===== src/prg_pkg.sv =====
// Shared types, constants and helpers for the primary ray generator.
package prg_pkg;

    // Pipeline depths of the iterative units (one result bit per stage)
    localparam int CAM_MAG_W  = 16;                     // |pixel - principal point| bits
    localparam int CAM_FRAC   = 20;                     // Q.16 result over Q20.4 divisor
    localparam int CAM_STEPS  = CAM_MAG_W + CAM_FRAC;   // quotient bits
    localparam int SQRT_IN_W  = 62;                     // sum of three 30-bit squares
    localparam int SQRT_STEPS = SQRT_IN_W / 2;          // root bits
    localparam int DDIV_STEPS = 15;                     // direction magnitude bits
    localparam int NORM_MSB   = 29;                     // normalized max lies in [2^29, 2^30)

    // Configuration register indexes
    typedef enum logic [2:0] {
        REG_PRINCIPAL = 3'd0,
        REG_FOCAL     = 3'd1,
        REG_ROT_X     = 3'd2,
        REG_ROT_Y     = 3'd3,
        REG_ROT_Z     = 3'd4,
        REG_CENTER_X  = 3'd5,
        REG_CENTER_Y  = 3'd6,
        REG_CENTER_Z  = 3'd7
    } cfg_idx_t;

    // One finished result item
    typedef struct packed {
        logic        saturated;
        logic        degenerate;
        logic [31:0] point_z;
        logic [31:0] point_y;
        logic [31:0] point_x;
        logic [15:0] dir_z;
        logic [15:0] dir_y;
        logic [15:0] dir_x;
    } result_t;

    // Position of the highest set bit (0 when no bit is set)
    function automatic logic [5:0] msb_pos(input logic [54:0] v);
        logic [5:0] pos;
        pos = '0;
        for (int i = 0; i < 55; i++) begin
            if (v[i]) pos = 6'(i);
        end
        return pos;
    endfunction

endpackage


===== src/prg_isqrt.sv =====
// Pipelined integer square root, one root bit per stage.
module prg_isqrt import prg_pkg::*; (
    input  logic                  aclk,
    input  logic                  aresetn,
    input  logic                  en,
    input  logic                  in_valid,
    input  logic [SQRT_IN_W-1:0]  in_sum,
    output logic                  out_valid,
    output logic [SQRT_STEPS-1:0] out_root
);

    localparam int N  = SQRT_STEPS;
    localparam int RW = N + 2;          // remainder stays below 2*root+1

    logic [RW-1:0]        rem_reg  [N];
    logic [N-1:0]         root_reg [N];
    logic [SQRT_IN_W-1:0] sv_reg   [N];
    logic                 vld_reg  [N];
    logic [RW-1:0]        rem_src  [N];
    logic [N-1:0]         root_src [N];
    logic [SQRT_IN_W-1:0] sv_src   [N];
    logic                 vld_src  [N];

    for (genvar k = 0; k < N; k++) begin : g_step
        logic [RW+1:0] rt;
        logic [RW+1:0] trial;
        logic          ge;

        if (k == 0) begin : g_first
            assign rem_src[k]  = '0;
            assign root_src[k] = '0;
            assign sv_src[k]   = in_sum;
            assign vld_src[k]  = in_valid;
        end else begin : g_next
            assign rem_src[k]  = rem_reg[k-1];
            assign root_src[k] = root_reg[k-1];
            assign sv_src[k]   = sv_reg[k-1];
            assign vld_src[k]  = vld_reg[k-1];
        end

        // Bring down two radicand bits, try 4*root+1
        assign rt    = {rem_src[k], sv_src[k][SQRT_IN_W-1 -: 2]};
        assign trial = {2'b00, root_src[k], 2'b01};
        assign ge    = rt >= trial;

        always_ff @(posedge aclk) begin
            if (!aresetn) begin
                vld_reg[k] <= 1'b0;
            end else if (en) begin
                vld_reg[k] <= vld_src[k];
            end
        end

        always_ff @(posedge aclk) begin
            if (en) begin
                rem_reg[k]  <= ge ? RW'(rt - trial) : rt[RW-1:0];
                root_reg[k] <= {root_src[k][N-2:0], ge};
                sv_reg[k]   <= {sv_src[k][SQRT_IN_W-3:0], 2'b00};
            end
        end
    end

    assign out_valid = vld_reg[N-1];
    assign out_root  = root_reg[N-1];

endmodule


===== config.mk =====
export PLATFORM = sky130hd
export DESIGN_NAME = prg_isqrt
export DESIGN_NICKNAME = d
export VERILOG_FILES = /design/src/prg_pkg.sv /design/src/prg_isqrt.sv
export SDC_FILE = /design/constraint.sdc
export NUM_CORES = 2
export LEC_CHECK = 0
export ABC_CLOCK_PERIOD_IN_PS = 4300
export BUFFER_PORTS_ARGS = -buffer_cell sky130_fd_sc_hd__clkbuf_2
export CORE_UTILIZATION = 55
export CTS_BUF_LIST = sky130_fd_sc_hd__clkbuf_8
export CTS_CLUSTER_SIZE = 16
export DETAILED_ROUTE_END_ITERATION = 10
export PLACE_DENSITY = 0.83
export SLEW_MARGIN = 20
export SYNTH_ARGS = -nofsm -noshare
export SYNTH_HDL_FRONTEND = slang
export SYNTH_SLANG_ARGS = --single-unit

===== constraint.sdc =====
create_clock -name aclk -period 4.3 [get_ports aclk]
set_input_delay 0.86 -clock aclk [delete_from_list [all_inputs] [get_ports aclk]]
set_output_delay 0.86 -clock aclk [all_outputs]
set_load 0.02 [all_outputs]

Yosys cells after proc, flatten, opt, wreduce, memory -nomap -nowiden
Memories as Yosys holds them, arrays and structs flattened.
Index checks and enable logic that the tools add are counted.
W data, S select, Z words.
- flip-flop bits (word level): 0
- RAM bits: 3875
- input bits: 66
- output and inout bits: 32
- logic and storage cells: 164
- memories kept: 4
- memory list (name ; words ; width ; read ports ; clocked after Yosys merged registers in ; write ports ; RTL line ; source):
    sv_reg ; 31 ; 60 ; 30 ; 0 ; 31 ; prg_isqrt.sv:17 ; logic [SQRT_IN_W-1:0] sv_reg [N];
    rem_reg ; 31 ; 33 ; 30 ; 0 ; 31 ; prg_isqrt.sv:15 ; logic [RW-1:0] rem_reg [N];
    root_reg ; 31 ; 31 ; 31 ; 0 ; 31 ; prg_isqrt.sv:16 ; logic [N-1:0] root_reg [N];
    vld_reg ; 31 ; 1 ; 31 ; 0 ; 31 ; prg_isqrt.sv:18 ; logic vld_reg [N];
- add/sub/neg operators: 31
- $lt $le $gt $ge: 31
- mux-type cells: 67
- bitwise operators: 31
- operator list (kind ; count):
    $ge A35 B33 Y1 ; 30
    $mux W33 ; 31
    $sub A33 B33 Y33 ; 30
    $mux W1 ; 36
    $or A1 B1 Y1 ; 31
    $sub A2 B1 Y3 const B ; 1
    $ge A2 B1 Y1 const B ; 1

Depth between registers and ports, before layout
- depth in word-level cells: 4
- mapped depth: 14
- depth with buffers taken out: 12

Worst setup path after synthesis
No wires, ideal clock.
- path type: register to register
- start point: mem rem_reg[25][10] in the netlist's numbering
- end point: mem rem_reg[26][4] in the netlist's numbering, data pin
- setup time: 0.260 ns
- arrival time: 3.297 ns
- data required time: 4.040 ns
- setup slack: 0.744 ns
- cell stages (with the launch flop): 12
- buffers on the path: 2
- cell sequence: edfxtp_1 ha_1 clkbuf_1 a21o_1 a21o_1 a21o_1 a2111oi_0 nand2_1 a32o_1 a221oi_1 buf_2 mux2_2
- RTL lines (what ; RTL line):
    start, declared ; prg_isqrt.sv:15

==> impl_summary.md <==
Status
The flow ran to the end, and the final reports show no timing, DRC or antenna violations.

Finish
In the final design database the tool counted 9747 nets. The non-filler instance count after layout is 12100. The share of the core filled with cells is 61.3%. The area growth from synthesis to layout is 10.9%.

The fraction of final layout cells sized beyond drive strength 1 is 9.13%. The register with the most flip-flops in the layout has 942 of them.

Worst setup path
The maximum net fanout on the critical path is 38. The worst setup path is captured at a flop. The startpoint class of the critical path is a flop. At the worst endpoint, the required time is 5.08 ns. The critical path is of the reg -> reg type. The critical path data arrival time is 4.73 ns.

Yosys
The compound-gate portion of the synthesized area is 9.43%. The arithmetic-cell share of the synthesized area counting full adders, half adders and majority gates is 5.91%. The commonest register cell after synthesis is sky130_fd_sc_hd__edfxtp_1. The number of nets in the synthesized netlist is 9241. By area the synthesized netlist is led by sky130_fd_sc_hd__edfxtp_1, sky130_fd_sc_hd__ha_1, sky130_fd_sc_hd__xor2_1. The multiplexer share of the synthesized area is 0.972%. The combinational family with the most area after synthesis is simple AND/OR/NAND/NOR gates. The post-synthesis cell type count is 89. A synthesized cell averages 12.9 um2. After synthesis, the largest area contributor takes up 64.4% of total cell area. The Yosys step of the flow raised 0 warnings. The fraction of synthesized cell area in xor and xnor cells is 6.07%. The synthesized netlist devotes 10.3% of its cell area to simple gates. In this run, synthesis inferred 2398 flip-flops with an integrated enable. The leading area contributor after synthesis is sky130_fd_sc_hd__edfxtp_1. Yosys instantiated no cell more often than sky130_fd_sc_hd__edfxtp_1. Counting instances in the post-synthesis netlist gives the leading cell types as sky130_fd_sc_hd__edfxtp_1, sky130_fd_sc_hd__inv_1, sky130_fd_sc_hd__a21oi_1, sky130_fd_sc_hd__nand2_1, sky130_fd_sc_hd__nor2_1.

Counting flops with an async set or reset pin after synthesis yields a share of 0%. The number of storage elements in the synthesis netlist is 2399. The mapped netlist covers 112000 um2. Sequential cells were found to cover 64.5% of the synthesized design area. The synthesized instance count is 8647.

Floorplanning
The full die area is 205000 um2. The floorplan has 165 rows. The area of the placeable core is 202000 um2. From left edge to right edge, the die measures 453 um. The die is 453 um tall. For this configuration, the core starts out at a cell density of 55.3%.

The number of I/O pins is 98.

Power
Cell internal power was estimated by the tool at 44200 uW. The clock network burns 28.3% of the power. The worst voltage drop across the vdd grid is 366 uV.

The leakage component of the power is 0.0482 uW. Dividing total power by cell area gives a power density of 505 nW/um2. The sequential cell fraction of total power is 50.4%. The combinational group share of total power is 21.3%. The fraction of power spent switching nets is 29.4%. The analysis attributes to net switching a power of 18400 uW.

Drt
Dividing the detail-routed wire length by the instance count gives 19.0 um. Across all layers, the routed design uses 69300 vias. The number of DRC violations after detailed-routing iteration 0 is 5693. For this run, design rule violations remaining after detail routing come to 0. The iteration count of the initial detailed-routing pass is 8. The final layout contains routed wiring with a total length of 230000 um. The detail route stage leaves a number of antenna-violating nets equal to 0. The average via count per standard cell is 5.73.

Global route
In the global route stage, met2 resource usage came out at 38.8%. The initial antenna violation count is 6. The global route total overflow is 0. The global-route usage over all layers is 22.3%. Entering global routing, the biggest net connects 123 pins. The met1 capacity usage during global routing is 27.0%. In this run the most used layer during global routing was met2. The first global-routing pass estimated 363000 um of wire. For this run, global-route usage on met3 was measured as 3.84%. The via count of the first global-routing pass was 69200.

STA
At the pin with the least slew margin, the transition time is 1.06 ns. Setup violations remaining at the end of the flow were counted as 0. In this run the tightest slew margin relative to its limit is 29.1%. The final setup TNS is 0 ns. Setup repair after global routing left no endpoint under its margin. The period utilization is 91.8%. After layout, the worst setup slack is 0.351 ns. The maximum clock frequency is 253 MHz. The count of final max-slew check failures is 0. The number of hold violations in the final report is 0. The maximum clock skew at final layout is 0.0906 ns. The shortest period the worst path allows is 3.95 ns.

CTS
After clock tree synthesis, the clock-pin slew on the worst setup and hold paths is 0.06 ns. The H-tree generated during clock tree synthesis spans 5 levels. The total of cells resized after clock tree synthesis is 0. The quantity of hold-fixing buffers added after cts is 64. The number of clock buffers added by TritonCTS is 396. TritonCTS built the clock tree. The total setup buffers inserted after CTS is 0.

In this run the deepest clock path goes through 4 buffers. The clock network latency to the later pin of the worst-skew pair is 1.12 ns. The CTS sink count is 2399.

The buffer type at the clock tree root is sky130_fd_sc_hd__clkbuf_8.

Hold path
The tightest min-delay check is of the reg -> reg type.

Place
The last weighted congestion value of the routability-driven placer is 0.937. At the placement stage, the worst setup path has a slack of 0.442 ns. Buffers placed on the I/O ports in this run total 97.

Once placement completed, the tool counted placed cells totaling 11400. The HPWL reported at the end of detailed placement is 164000 um.

Flow run
The tool flagged a number of max-cap violations equal to 0.
==> path summary, 6_finish.rpt <==
| path | from | to | slack (ns) | cells after the start |
|---|---|---|---|---|
| max | rem_reg[21][1] | rem_reg[22][4] | 0.35 | 9 |
| min | sv_reg[0][197] | sv_reg[0][259] | 0.34 | 0 |
| max reg2reg | rem_reg[21][1] | rem_reg[22][4] | 0.35 | 9 |
| min reg2reg | sv_reg[0][197] | sv_reg[0][259] | 0.34 | 0 |
==> metrics by stage <==
step	area, um2	hold slack (ns)	power, uW
3_3_place_gp	116000	0.401	44600
5_1_grt	124000	0.306	65800
2_1_floorplan	112000	0.400	40800
4_1_cts	124000	0.276	62900
3_5_place_dp	116000	0.405	45000
6_report	124000	0.344	62600
==> placed cells by master, fill, tap and decap left out, types with 28 or more instances in the layout <==
cell and n:
sky130_fd_sc_hd__o31ai_1 55, sky130_fd_sc_hd__dlygate4sd3_1 64, sky130_fd_sc_hd__nand3_1 152, sky130_fd_sc_hd__a21oi_1 571
sky130_fd_sc_hd__clkinv_1 103, sky130_fd_sc_hd__clkbuf_8 397, sky130_fd_sc_hd__or2_2 43, sky130_fd_sc_hd__nor2_1 554
sky130_fd_sc_hd__buf_4 100, sky130_fd_sc_hd__a31oi_1 43, sky130_fd_sc_hd__o21ai_0 397, sky130_fd_sc_hd__and2_1 28
sky130_fd_sc_hd__inv_1 755, sky130_fd_sc_hd__or3_1 105, sky130_fd_sc_hd__xor2_1 388, sky130_fd_sc_hd__a211oi_1 29
sky130_fd_sc_hd__nor2b_1 75, sky130_fd_sc_hd__and3_1 76, sky130_fd_sc_hd__ha_1 528, sky130_fd_sc_hd__o21a_1 89
sky130_fd_sc_hd__nand4_1 94, sky130_fd_sc_hd__xnor2_1 384, sky130_fd_sc_hd__buf_12 38, sky130_fd_sc_hd__nand2_1 554
sky130_fd_sc_hd__o211ai_1 34, sky130_fd_sc_hd__mux2_2 84, sky130_fd_sc_hd__or4_1 55, sky130_fd_sc_hd__edfxtp_1 2398
sky130_fd_sc_hd__nor4_1 119, sky130_fd_sc_hd__o21bai_1 47, sky130_fd_sc_hd__clkinv_2 34, sky130_fd_sc_hd__clkbuf_2 96
sky130_fd_sc_hd__nor3_1 246, sky130_fd_sc_hd__a21o_1 246, sky130_fd_sc_hd__nand2b_1 94, sky130_fd_sc_hd__nand3b_1 28
==> layout make-up <==
type / count / area (um2)
tap: 2672 / 3340
inverter: 646 / 2420
clock buffer: 397 / 5460
clock inverter: 272 / 1380
sequential: 2399 / 72000
fill: 14900 / 78200
timing repair buffer: 298 / 2630
multi-input combinational: 5412 / 36600
antenna: 1 / 2.50
==> layer usage <==
| layer | share of wire, % | vias to the layer above |
|---|---|---|
| met5 | 0.011 | - |
| met4 | 4.4 | 4 |
| met3 | 5.6 | 642 |
| met2 | 50 | 2347 |
| met1 | 40 | 33200 |
| li1 | - | 33100 |
==> critical path, stage by stage (launching register included) <==
cell,delay (ns)
sky130_fd_sc_hd__edfxtp_1,0.40
sky130_fd_sc_hd__ha_1,0.39
sky130_fd_sc_hd__o211ai_1,0.15
sky130_fd_sc_hd__a21oi_1,0.23
sky130_fd_sc_hd__o311ai_0,0.18
sky130_fd_sc_hd__a311oi_1,0.82
sky130_fd_sc_hd__a21boi_0,0.39
sky130_fd_sc_hd__o21bai_2,0.28
sky130_fd_sc_hd__buf_4,0.43
sky130_fd_sc_hd__mux2_2,0.39
==> logic make-up (layout without fill, tap and decap cells) <==
family	Yosys count	count (layout)
DFF	2399	2399
buffers and inverters	836	1613
xor gates and xnor gates	773	773
adders and majority gates	528	528
and+or+nand+nor	2310	2310
AOI/OAI and AO/OA	1702	1702
muxes	98	98
other	1	2
==> power by group through the flow <==
stage | Combinational [uW] | Sequential, uW | Clock, uW
2_1_floorplan | 9760 | 31000 | 0
3_3_place_gp | 12700 | 31900 | 0
3_5_place_dp | 13100 | 32000 | 0
4_1_cts | 13200 | 31500 | 18200
5_1_grt | 14800 | 31800 | 19200
6_report | 13300 | 31500 | 17700
Power figures use the tool's default switching activity.
